--- src/rtl/f2iq_pkg.sv ---
// Shared types and constants for the float32 to int8 quantiser pipeline.
package f2iq_pkg;

  localparam int unsigned FP_BIAS = 127;
  // Offset from the product of two 24-bit significands back to a real scale.
  localparam logic signed [10:0] PROD_EXP_OFS = 11'sd300;

  typedef enum logic {
    REG_INV_SCALE   = 1'b0,
    REG_ZERO_OFFSET = 1'b1
  } f2iq_reg_t;

  typedef struct packed {
    logic sign;
    logic nan;
    logic inf;
    logic last;
  } f2iq_flags_t;

  // After the significand multiply.
  typedef struct packed {
    f2iq_flags_t        flags;
    logic [47:0]        prod;
    logic signed [10:0] exp;
  } f2iq_s1_t;

  // After normalisation: leading one at bit 47, q is the weight of that bit.
  typedef struct packed {
    f2iq_flags_t        flags;
    logic               zero;
    logic [47:0]        norm;
    logic signed [10:0] q;
  } f2iq_s2_t;

  // After rounding to float32: magnitude plus one half, 25 fraction bits.
  typedef struct packed {
    f2iq_flags_t flags;
    logic        sat;
    logic        tiny;
    logic [33:0] w;
  } f2iq_s3_t;

endpackage

--- src/rtl/f2iq_mul.sv ---
// Stage one: unpacks both operands, flags special values, multiplies significands.
module f2iq_mul (
  input  logic                  clk,
  input  logic                  rst,
  input  logic                  en,
  input  logic                  in_valid,
  input  logic [31:0]           sample_bits,
  input  logic                  last_in,
  input  logic [31:0]           inv_scale,
  output logic                  valid,
  output f2iq_pkg::f2iq_s1_t    data
);
  import f2iq_pkg::*;

  logic [7:0]  ea, eb, ea_eff, eb_eff;
  logic [22:0] fa, fb;
  logic [23:0] ma, mb;
  logic        nan_a, nan_b, inf_a, inf_b, zero_a, zero_b, nan;
  f2iq_s1_t    data_next;

  always_comb begin
    ea = sample_bits[30:23];
    fa = sample_bits[22:0];
    eb = inv_scale[30:23];
    fb = inv_scale[22:0];
    ma = {ea != 8'd0, fa};
    mb = {eb != 8'd0, fb};
    ea_eff = (ea == 8'd0) ? 8'd1 : ea;
    eb_eff = (eb == 8'd0) ? 8'd1 : eb;
    nan_a  = (ea == 8'hFF) && (fa != 23'd0);
    nan_b  = (eb == 8'hFF) && (fb != 23'd0);
    inf_a  = (ea == 8'hFF) && (fa == 23'd0);
    inf_b  = (eb == 8'hFF) && (fb == 23'd0);
    zero_a = (ea == 8'd0) && (fa == 23'd0);
    zero_b = (eb == 8'd0) && (fb == 23'd0);
    nan    = nan_a || nan_b || (inf_a && zero_b) || (inf_b && zero_a);

    data_next.flags.sign = sample_bits[31] ^ inv_scale[31];
    data_next.flags.nan  = nan;
    data_next.flags.inf  = (inf_a || inf_b) && !nan;
    data_next.flags.last = last_in;
    data_next.prod       = ma * mb;
    data_next.exp        = $signed({3'b000, ea_eff}) + $signed({3'b000, eb_eff})
                           - PROD_EXP_OFS;
  end

  always_ff @(posedge clk) begin
    if (rst) begin
      valid <= 1'b0;
    end else if (en) begin
      valid <= in_valid;
    end
  end

  always_ff @(posedge clk) begin
    if (en) begin
      data <= data_next;
    end
  end

endmodule

--- src/rtl/f2iq_norm.sv ---
// Stage two: leading-one search and left shift of the raw product.
module f2iq_norm (
  input  logic                  clk,
  input  logic                  rst,
  input  logic                  en,
  input  logic                  in_valid,
  input  f2iq_pkg::f2iq_s1_t    in_data,
  output logic                  valid,
  output f2iq_pkg::f2iq_s2_t    data
);
  import f2iq_pkg::*;

  logic [5:0] lead;
  f2iq_s2_t   data_next;

  always_comb begin
    lead = 6'd0;
    for (int i = 0; i < 48; i++) begin
      if (in_data.prod[i]) begin
        lead = 6'(i);
      end
    end
    data_next.flags = in_data.flags;
    data_next.zero  = (in_data.prod == 48'd0);
    data_next.norm  = in_data.prod << (6'd47 - lead);
    data_next.q     = in_data.exp + $signed({5'b00000, lead});
  end

  always_ff @(posedge clk) begin
    if (rst) begin
      valid <= 1'b0;
    end else if (en) begin
      valid <= in_valid;
    end
  end

  always_ff @(posedge clk) begin
    if (en) begin
      data <= data_next;
    end
  end

endmodule

--- src/rtl/f2iq_round.sv ---
// Stage three: rounds the product to float32 and adds one half in fixed point.
module f2iq_round (
  input  logic                  clk,
  input  logic                  rst,
  input  logic                  en,
  input  logic                  in_valid,
  input  f2iq_pkg::f2iq_s2_t    in_data,
  output logic                  valid,
  output f2iq_pkg::f2iq_s3_t    data
);
  import f2iq_pkg::*;

  logic [23:0]        mant, mant_r;
  logic [24:0]        mant_sum;
  logic               guard, sticky, up;
  logic signed [10:0] q_r;
  logic [3:0]         sh;
  logic [32:0]        fixed;
  f2iq_s3_t           data_next;

  always_comb begin
    mant     = in_data.norm[47:24];
    guard    = in_data.norm[23];
    sticky   = |in_data.norm[22:0];
    up       = guard && (sticky || mant[0]);
    mant_sum = {1'b0, mant} + {24'd0, up};
    mant_r   = mant_sum[24] ? mant_sum[24:1] : mant_sum[23:0];
    q_r      = in_data.q + $signed({10'd0, mant_sum[24]});
    // below a quarter the sum with one half cannot reach one
    data_next.tiny  = in_data.zero || (in_data.q < -11'sd2);
    data_next.sat   = !data_next.tiny && (q_r > 11'sd7);
    sh              = 4'(q_r + 11'sd2);
    fixed           = {9'd0, mant_r} << sh;
    data_next.w     = {1'b0, fixed} + (34'd1 << 24);
    data_next.flags = in_data.flags;
  end

  always_ff @(posedge clk) begin
    if (rst) begin
      valid <= 1'b0;
    end else if (en) begin
      valid <= in_valid;
    end
  end

  always_ff @(posedge clk) begin
    if (en) begin
      data <= data_next;
    end
  end

endmodule

--- src/rtl/f2iq_out.sv ---
// Stage four: float32 rounding of the half-adjusted sum, truncation, offset, clamp.
module f2iq_out (
  input  logic                  clk,
  input  logic                  rst,
  input  logic                  en,
  input  logic                  in_valid,
  input  f2iq_pkg::f2iq_s3_t    in_data,
  input  logic signed [7:0]     zero_offset,
  output logic                  valid,
  output logic signed [7:0]     quantized,
  output logic                  last_out
);
  import f2iq_pkg::*;

  logic [5:0]         lead;
  logic [3:0]         k;
  logic [33:0]        below;
  logic               guard, sticky, lsb, up;
  logic [34:0]        wr;
  logic [9:0]         t;
  logic signed [10:0] tv, sum;
  logic signed [7:0]  q_next;

  always_comb begin
    lead = 6'd24;
    for (int i = 24; i < 34; i++) begin
      if (in_data.w[i]) begin
        lead = 6'(i);
      end
    end
    // 24 significant bits kept, so the lowest kept bit is lead - 23
    k      = 4'(lead - 6'd23);
    below  = (34'd1 << (k - 4'd1)) - 34'd1;
    guard  = in_data.w[6'(k) - 6'd1];
    lsb    = in_data.w[6'(k)];
    sticky = |(in_data.w & below);
    up     = guard && (sticky || lsb);
    wr     = (({1'b0, in_data.w} >> k) + {34'd0, up}) << k;
    t      = in_data.tiny ? 10'd0 : wr[34:25];
    tv     = in_data.flags.sign ? -$signed({1'b0, t}) : $signed({1'b0, t});
    sum    = tv + $signed({{3{zero_offset[7]}}, zero_offset});

    priority if (in_data.flags.nan) begin
      q_next = zero_offset;
    end else if (in_data.flags.inf || in_data.sat) begin
      q_next = in_data.flags.sign ? -8'sd128 : 8'sd127;
    end else if (sum > 11'sd127) begin
      q_next = 8'sd127;
    end else if (sum < -11'sd128) begin
      q_next = -8'sd128;
    end else begin
      q_next = sum[7:0];
    end
  end

  always_ff @(posedge clk) begin
    if (rst) begin
      valid <= 1'b0;
    end else if (en) begin
      valid <= in_valid;
    end
  end

  always_ff @(posedge clk) begin
    if (en) begin
      quantized <= q_next;
      last_out  <= in_data.flags.last;
    end
  end

endmodule

--- src/rtl/float_to_int8_quantizer_core.sv ---
// Top level of the float32 to int8 quantiser: config registers and four-stage pipeline.
//
//   channel   handshake                     payload
//   sample    sample_valid / sample_stall   sample_bits, last_in
//   result    result_valid / result_stall   quantized, last_out
//   config    cfg_write                     cfg_index, cfg_data
//
// Four register stages (multiply, normalise, round, output); one word per cycle is
// sustained while result_stall is low. Each stage holds its word while the next
// is full, so bubbles close up under a stall.
// The 24x24 significand multiply and the two float32 rounding steps set the stage split.
// rst clears the stage valid bits and loads a scale of 1.0 and zero offset 0.
module float_to_int8_quantizer_core (
  input  logic              clk,
  input  logic              rst,
  input  logic              sample_valid,
  output logic              sample_stall,
  input  logic [31:0]       sample_bits,
  input  logic              last_in,
  output logic              result_valid,
  input  logic              result_stall,
  output logic signed [7:0] quantized,
  output logic              last_out,
  input  logic              cfg_write,
  input  logic              cfg_index,
  input  logic [31:0]       cfg_data
);
  import f2iq_pkg::*;

  logic [31:0]       inv_scale;
  logic signed [7:0] zero_offset;
  logic              en1, en2, en3, en4;
  logic              v1, v2, v3;
  f2iq_s1_t          d1;
  f2iq_s2_t          d2;
  f2iq_s3_t          d3;

  always_ff @(posedge clk) begin
    if (rst) begin
      inv_scale   <= 32'h3F80_0000;
      zero_offset <= 8'sd0;
    end else if (cfg_write) begin
      unique case (f2iq_reg_t'(cfg_index))
        REG_INV_SCALE:   inv_scale   <= cfg_data;
        REG_ZERO_OFFSET: zero_offset <= cfg_data[7:0];
        default:         inv_scale   <= inv_scale;
      endcase
    end
  end

  assign en4          = !result_valid || !result_stall;
  assign en3          = !v3 || en4;
  assign en2          = !v2 || en3;
  assign en1          = !v1 || en2;
  assign sample_stall = !en1;

  f2iq_mul u_mul (
    .clk, .rst, .en(en1), .in_valid(sample_valid), .sample_bits, .last_in,
    .inv_scale, .valid(v1), .data(d1)
  );

  f2iq_norm u_norm (
    .clk, .rst, .en(en2), .in_valid(v1), .in_data(d1), .valid(v2), .data(d2)
  );

  f2iq_round u_round (
    .clk, .rst, .en(en3), .in_valid(v2), .in_data(d2), .valid(v3), .data(d3)
  );

  f2iq_out u_out (
    .clk, .rst, .en(en4), .in_valid(v3), .in_data(d3), .zero_offset,
    .valid(result_valid), .quantized, .last_out
  );

`ifndef SYNTHESIS
  // back-pressure only when every stage holds a word
  a_stall_full: assert property (@(posedge clk) disable iff (rst)
    sample_stall |-> (v1 && v2 && v3 && result_valid))
    else $error("input stalled with an empty stage");

  a_nan_offset: assert property (@(posedge clk) disable iff (rst)
    (v3 && en4 && d3.flags.nan) |=> (quantized == $past(zero_offset)))
    else $error("NaN word did not give the zero point");

  a_sat_sign: assert property (@(posedge clk) disable iff (rst)
    (v3 && en4 && !d3.flags.nan && (d3.sat || d3.flags.inf))
    |=> (quantized == ($past(d3.flags.sign) ? -8'sd128 : 8'sd127)))
    else $error("saturated word has wrong value");

  a_last_follow: assert property (@(posedge clk) disable iff (rst)
    (v3 && en4) |=> (result_valid && last_out == $past(d3.flags.last)))
    else $error("last flag lost in final stage");
`endif

endmodule
--- config.mk ---
export PLATFORM = sky130hd
export DESIGN_NAME = float_to_int8_quantizer_core
export DESIGN_NICKNAME = d
export VERILOG_FILES = /design/src/rtl/f2iq_pkg.sv /design/src/rtl/f2iq_mul.sv /design/src/rtl/f2iq_norm.sv /design/src/rtl/f2iq_round.sv /design/src/rtl/f2iq_out.sv /design/src/rtl/float_to_int8_quantizer_core.sv
export SDC_FILE = /design/constraint.sdc
export NUM_CORES = 2
export LEC_CHECK = 0
export ABC_AREA = 0
export BUFFER_PORTS_ARGS = -buffer_cell sky130_fd_sc_hd__buf_2
export CORE_MARGIN = 10
export CORE_UTILIZATION = 29
export CTS_CLUSTER_SIZE = 16
export DETAILED_ROUTE_END_ITERATION = 10
export PLACE_DENSITY_LB_ADDON = 0.12
export SYNTH_ARGS = -nofsm -noshare
export SYNTH_HDL_FRONTEND = slang
export SYNTH_SLANG_ARGS = --single-unit
--- constraint.sdc ---
create_clock -name clk -period 10.3 [get_ports clk]
set_input_delay 0.515 -clock clk [delete_from_list [all_inputs] [get_ports clk]]
set_output_delay 0.515 -clock clk [all_outputs]
set_load 0.02 [all_outputs]
=== Word-level counts from Yosys, hierarchy flattened ===
Index checks and enable logic that the tools add are counted.

* Shifts and indexed selects: 5
* $lt $le $gt $ge: 6
* Mux-type cells: 70
* Reduce and logical (&&, ||, !) cells: 45
* Bitwise operators: 3
* Equality and inequality tests: 2
* $mul: 1
* Add/sub/neg operators: 15

{| class="wikitable"
|+ Operators by type and width
! cell !! number
|-
| 6-bit 2-to-1 mux || 16
|-
| 5-bit 2-to-1 mux || 16
|-
| 8-bit 2-to-1 mux || 7
|-
| 48-bit logical NOT || 1
|-
| 24-bit by 24-bit multiplier with 48-bit output || 1
|-
| 48-bit by 6-bit left shift with 48-bit output || 1
|-
| 23-bit logical NOT || 2
|-
| 23-bit nonzero test || 2
|-
| 4-bit 2-to-1 mux || 10
|-
| 35-bit by 1-bit adder with 35-bit output || 1
|-
| 35-bit by 4-bit left shift with 35-bit output || 1
|-
| 34-bit by 4-bit right shift with 35-bit output || 1
|-
| 33-bit by 25-bit adder with 34-bit output, second input constant || 1
|-
| 34-bit bitwise AND || 1
|-
| 34-bit OR reduction || 1
|-
| 1-bit by 4-bit left shift with 34-bit output, first input constant || 1
|-
| 34-bit by 1-bit subtractor with 34-bit output, second input constant || 1
|-
| 24-bit by 4-bit left shift with 33-bit output || 1
|-
| 24-bit by 1-bit adder with 25-bit output || 1
|-
| 24-bit 2-to-1 mux || 1
|-
| 3-bit 2-to-1 mux || 8
|-
| 23-bit OR reduction || 1
|-
| 8-bit == test, second input constant || 2
|-
| 8-bit logical NOT || 2
|-
| 30 further kinds || 67
|}

* Register bits after elaboration: 220
* Logic and storage cells: 175

=== Depth between registers and ports, before layout ===
* Depth in word-level cells: 49
* Gate-level depth with buffers: 47
* Depth with buffers taken out: 38

=== By module ===
A second synthesis with hierarchy kept.

* Cells, all modules: 4372
* Area, all modules: 38056.5 um^2

{| class="wikitable"
|+ Modules (own cells, without submodules)
! module !! sequential area each (um^2) !! times used !! cells each !! area an instance (um^2)
|-
| f2iq_mul || 1881.8 || 1 || 2286 || 21181.6
|-
| f2iq_norm || 1941.9 || 1 || 709 || 5997.0
|-
| f2iq_out || 290.3 || 1 || 721 || 5111.2
|-
| f2iq_round || 1221.2 || 1 || 482 || 4028.9
|-
| float_to_int8_quantizer_core || 800.8 || 1 || 174 || 1737.9
|}

=== Worst setup path before layout ===
No wires, ideal clock.

* Kind: flip-flop to flip-flop
* Start: register u_round.data[33] (netlist bit)
* End: register u_out.quantized[0] (data pin)
* Path slack: 1284 ps
* Path buffers: 9
* Required time: 10120 ps
* Arrival time: 8836 ps
* Clock period less this slack: 9016 ps
* Stages on the path, launching flop included: 46
* Setup time: 180 ps
* Cell sequence: edfxtp_1 > buf_2 > or2b_1 > buf_2 > o211a_1 > nor2_4 > inv_6 > buf_4 > buf_2 > buf_4 > buf_4 > ha_1 > buf_1 > or3_1 > and2_1 > buf_2 > buf_6 > mux4_1 > [10 not listed] > inv_1 > ha_1 > nand2_1 > o21ai_0 > fa_1 > a21o_1 > a21o_1 > a21o_1 > a21oi_1 > nor2b_1 > o21a_1 > o21ai_0 > nand2b_1 > a21oi_1 > xor2_1 > xnor2_2 > o21ai_1 > a221oi_1

* Longest elaborated chain between the ends: 20

{| class="wikitable"
|+ Ends and longest elaborated chain
! item !! line !! text
|-
| from (decl) || f2iq_round.sv:9 || <nowiki>output f2iq_pkg::f2iq_s3_t data</nowiki>
|-
| from (signal assigned) || f2iq_round.sv:48 || <nowiki>data <= data_next;</nowiki>
|-
| 4-bit 2-to-1 mux || f2iq_out.sv:27 || <nowiki>if (in_data.w[i]) begin</nowiki>
|-
| 4-bit by 3-bit subtractor with 4-bit output || f2iq_out.sv:32 || <nowiki>k = 4'(lead - 6'd23);</nowiki>
|-
| 4-bit by 1-bit subtractor with 4-bit output || f2iq_out.sv:33 || <nowiki>below = (34'd1 << (k - 4'd1)) - 34'd1;</nowiki>
|-
| 1-bit by 4-bit left shift with 34-bit output || f2iq_out.sv:33 ||
|-
| 34-bit by 1-bit subtractor with 34-bit output || f2iq_out.sv:33 ||
|-
| 34-bit bitwise AND || f2iq_out.sv:36 || <nowiki>sticky = |(in_data.w & below);</nowiki>
|-
| 34-bit OR reduction || f2iq_out.sv:36 ||
|-
| 1-bit logical OR || f2iq_out.sv:37 || <nowiki>up = guard && (sticky || lsb);</nowiki>
|-
| [5 not listed] || n/a ||
|-
| 11-bit 2-to-1 mux * || f2iq_out.sv:40 || <nowiki>tv = in_data.flags.sign ? -$signed({1'b0, t}) : $signed({1'b0, t});</nowiki>
|-
| 11-bit by 8-bit adder with 11-bit output * || f2iq_out.sv:41 || <nowiki>sum = tv + $signed({{3{zero_offset[7]}}, zero_offset});</nowiki>
|-
| 11-bit by 8-bit < comparator with 1-bit output || f2iq_out.sv:49 || <nowiki>end else if (sum < -11'sd128) begin</nowiki>
|-
| 8-bit 2-to-1 mux || f2iq_out.sv:49 ||
|-
| 8-bit 2-to-1 mux * || f2iq_out.sv:47 || <nowiki>end else if (sum > 11'sd127) begin</nowiki>
|-
| 8-bit 2-to-1 mux * || f2iq_out.sv:45 || <nowiki>end else if (in_data.flags.inf || in_data.sat) begin</nowiki>
|-
| 8-bit 2-to-1 mux * || f2iq_out.sv:43 || <nowiki>priority if (in_data.flags.nan) begin</nowiki>
|-
| via u_out.q_next[0] || f2iq_out.sv:22 || <nowiki>logic signed [7:0] q_next;</nowiki>
|-
| to (signal assigned) || f2iq_out.sv:66 || <nowiki>quantized <= q_next;</nowiki>
|-
| to (decl) || f2iq_out.sv:10 || <nowiki>output logic signed [7:0] quantized,</nowiki>
|}

Mark *: on every way through the listed nets, which the timed path passes. The rest lies on a longest branch. The select of a mux whose other input is x is not followed.
A chain may end at the register's enable or synchronous reset.

=== Worst setup path after layout ===
* Start: register u_round.data[30] (netlist bit)
* End: register u_out.quantized[0] (data pin)

* Longest elaborated chain between the ends: 23

{| class="wikitable"
|+ Ends and longest elaborated chain
! item !! line
|-
| 3-bit 2-to-1 mux (2 in series) || f2iq_out.sv:27
|-
| 4-bit 2-to-1 mux (2 in series) || f2iq_out.sv:27
|-
| 4-bit by 3-bit subtractor with 4-bit output || f2iq_out.sv:32
|-
| 4-bit by 1-bit subtractor with 4-bit output || f2iq_out.sv:33
|-
| 1-bit by 4-bit left shift with 34-bit output || f2iq_out.sv:33
|-
| 34-bit by 1-bit subtractor with 34-bit output || f2iq_out.sv:33
|-
| 34-bit bitwise AND || f2iq_out.sv:36
|-
| 34-bit OR reduction || f2iq_out.sv:36
|-
| [6 not listed] || n/a
|-
| 11-bit 2-to-1 mux * || f2iq_out.sv:40
|-
| 11-bit by 8-bit adder with 11-bit output * || f2iq_out.sv:41
|-
| 11-bit by 8-bit < comparator with 1-bit output || f2iq_out.sv:49
|-
| 8-bit 2-to-1 mux || f2iq_out.sv:49
|-
| 8-bit 2-to-1 mux * || f2iq_out.sv:47
|-
| 8-bit 2-to-1 mux * || f2iq_out.sv:45
|-
| 8-bit 2-to-1 mux * || f2iq_out.sv:43
|-
| via u_out.q_next[0] || f2iq_out.sv:22
|}

Marked as above.

==> metrics <==
status finished, final reports clean; Worst-Margin Slew 1080 ps; Period minus WS final 9120 ps; Synth Instances 3862; number of enable flip-flop cells after synthesis 176; Max Cap Viol 0; Cell variety after synth 94; Yosys top cell by area fa_1; Reg-to-Reg Start u_round.data[30]$_DFFE_PP_; antenna violations before repair 2; Setup TNS 0 ps; Post-Syn Nets 4624; Yosys top cell area share 28.0%; Finished Layout Cells 5448; post-cts resize count 0; Synth Warn # 0; dpl cells 5390; DR WL/cell 20.7 µm; Synth Flop Type edfxtp_1; root buf cell clkbuf_16; row cnt 126; f_max 0.110 GHz; critical path capture point type flip-flop; first drt pass iteration count 5; Initial Util 29.3%; layout cells sized above 1 7.18%; Max Clock Skew 24.9 ps; Setup Crit Path Kind reg2reg; WP depth 37; Worst EP arrival 9540 ps; list of most frequent post-synthesis cells nand2_1, inv_1, fa_1, and2_1, ha_1; Power Density 296 nW/µm²; Routed WL 113000 µm; Skew-Pair Late Insertion Delay 610 ps; Area Growth Syn to Fin 8.90%; crit path buf inv count 4; Min-Delay Path Depth 2; top cells by area, synth fa_1, edfxtp_1, ha_1; DR iter-0 viols 1597; CTS tree yes; CP max stage delay 580 ps; reg2reg end u_out.quantized[0]$_DFFE_PP_; data required time of the worst path 10720 ps; Critical Path Source Type flip-flop; drt via density 4.89; IO buf count 81; gp weighted congestion 0.840; Leakage 0.0172 µW; Layout fillers 12.5k; Sequential Area 6170 µm²; RSZ-0062 raised after global routing no; Worst Setup EP u_out.quantized[0]$_DFFE_PP_; crit-path leading delay family compound AO/OA/AOI/OAI gates; Hold Vio Cnt, Final 0; die width 366 µm; area taken by multi-input logic gates 25600 µm²; Hold-fix buffers, CTS 0; buffers inserted by post-CTS timing repair 0; Worst R2R Path Depth 37; Slew Limit Fails 0; Core Region 118000 µm²; crit path from u_round.data[30]$_DFFE_PP_; register area share after synthesis 17.8%; net count reported at finish 4584; min-delay worst type in2reg; clock buffer count from CTS 30; CTS H-tree lvls 1; Sink Count 220; slowest CP cell o41ai_1; vias in the first global route 28.2k; worst rel slew slack 28.2%; routed vias 26.7k; Mapped Area 34700 µm²; clock-pin slew on the worst setup and hold paths 60 ps; pin count of the biggest net entering global routing 65; Total GRT Usage 17.0%; r2r setup slk 1180 ps; largest fanout on the critical path 20; setup violators final 0; crit share post-route 88.6%; most common cell in the netlist nand2_1; Max Buffers Root-to-Sink 3; drt drc 0; Yosys reg bits 220; Async SR Flop Fraction 0%; global-route wire length before repair 176000 µm; gr ovfl total 0; HPWL Detailed 87300 µm; Die H 366 µm; Max IR drop VDD 301 µV; die footprint 134000 µm²; Avg Cell Area, Syn 8.97 µm²; ANT nets after route 0; I/O pin count 82
state kept, by name (all words and copies together) (netlist names):
name,cells
u_out.last_out,1
u_round.data,40
u_norm.valid,1
u_mul.data,63
inv_scale,32
zero_offset,8
u_out.quantized,8
u_out.valid,1
u_norm.data,64
u_mul.valid,1
u_round.valid,1
worst min path at each step:
stage	startpoint	to	slack, ps
floorplan	u_mul.data[59]$_DFFE_PN_	u_norm.data[60]$_DFFE_PP_	400
global placement	u_norm.data[63]$_DFFE_PP_	u_round.data[39]$_DFFE_PP_	400
detailed placement	u_mul.data[62]$_DFFE_PN_	u_norm.data[63]$_DFFE_PP_	400
CTS	cfg_data[24]	inv_scale[24]$_SDFFE_PP1P_	60
global route	last_in	u_mul.data[59]$_DFFE_PN_	70
finish	cfg_data[24]	inv_scale[24]$_SDFFE_PP1P_	120
layer usage:
| layer | part of all wire, % | track usage [%] | wire, µm | vias up |
|---|---|---|---|---|
| met5 | 0 | 0 | 0 | - |
| met4 | 1.8 | 3.25 | 1990 | 0 |
| met3 | 3.5 | 1.42 | 4010 | 94 |
| met2 | 48 | 28.8 | 54100 | 491 |
| met1 | 47 | 23.6 | 52800 | 13498 |
| li1 | - | - | - | 12574 |
worst reg2reg max path, delay by kind of cell (launching register included):
| kind | cells | cell delay, ps |
|---|---|---|
| xor+xnor | 2 | 610 |
| flops | 1 | 540 |
| simple gates | 11 | 1830 |
| fa+ha+maj | 3 | 1010 |
| mux | 2 | 670 |
| compound gates | 15 | 3600 |
| buf+inv | 4 | 670 |
cells in the final DEF, fill, tap and decap left out, drive strengths merged, types with 19 or more instances in the layout:
cell type and n:
nand3 56, a211oi 19, o21bai 19, o22ai 25
o211ai 19, clkbuf 35, o21ai 88, and2 233
nor4 36, nor2b 19, dfxtp 44, nor2 191
nand2 620, xor2 42, nor3 50, inv 540
edfxtp 176, a31oi 27, nand2b 22, mux2i 200
mux4 20, nand4 24, ha 206, xnor2 81
a21oi 170, fa 485, a21o 33, buf 158
cells by family (layout without fill, tap and decap cells):
| family | count (synthesis) | count (layout) | synth area share (%) |
|---|---|---|---|
| fa+ha+maj | 691 | 691 | 35.5 |
| mux | 234 | 234 | 7.63 |
| flops | 220 | 220 | 17.8 |
| xor+xnor | 123 | 123 | 3.13 |
| other cells | 0 | 2 | 0 |
| compound gates | 517 | 517 | 9.73 |
| simple gates | 1307 | 1307 | 17.6 |
| buf+inv | 770 | 754 | 8.64 |
report_power, final:
| group | leakage, µW | internal [µW] | total [µW] | switching, µW |
|---|---|---|---|---|
| clock | 0.000486 | 625 | 1070 | 446 |
| sequential | 0.00228 | 1530 | 1880 | 353 |
| combinational | 0.0144 | 3250 | 8220 | 4970 |
final cells by class:
type	instances	share of cell area (%)
sequential	220	16.4
inverter	540	5.38
timing repair buffer	158	2.61
tap	1600	5.31
antenna	2	0.0133
multi-input combinational	2872	67.7
clock buffer	35	2.10
clock inverter	21	0.531
per-stage QoR:
step	power, µW	cell area (µm²)	hold WS (ps)	worst slack (ps)	utilization [%]
detailed placement	10100	36700	405	1240	31.0
finish	11200	37700	115	1180	31.9
global placement	10200	36700	401	1180	31.0
floorplan	7810	34700	400	1280	-
CTS	11200	37700	62.5	1180	31.9
global route	12200	37700	69.7	327	31.9
Power figures use the tool's default switching activity.
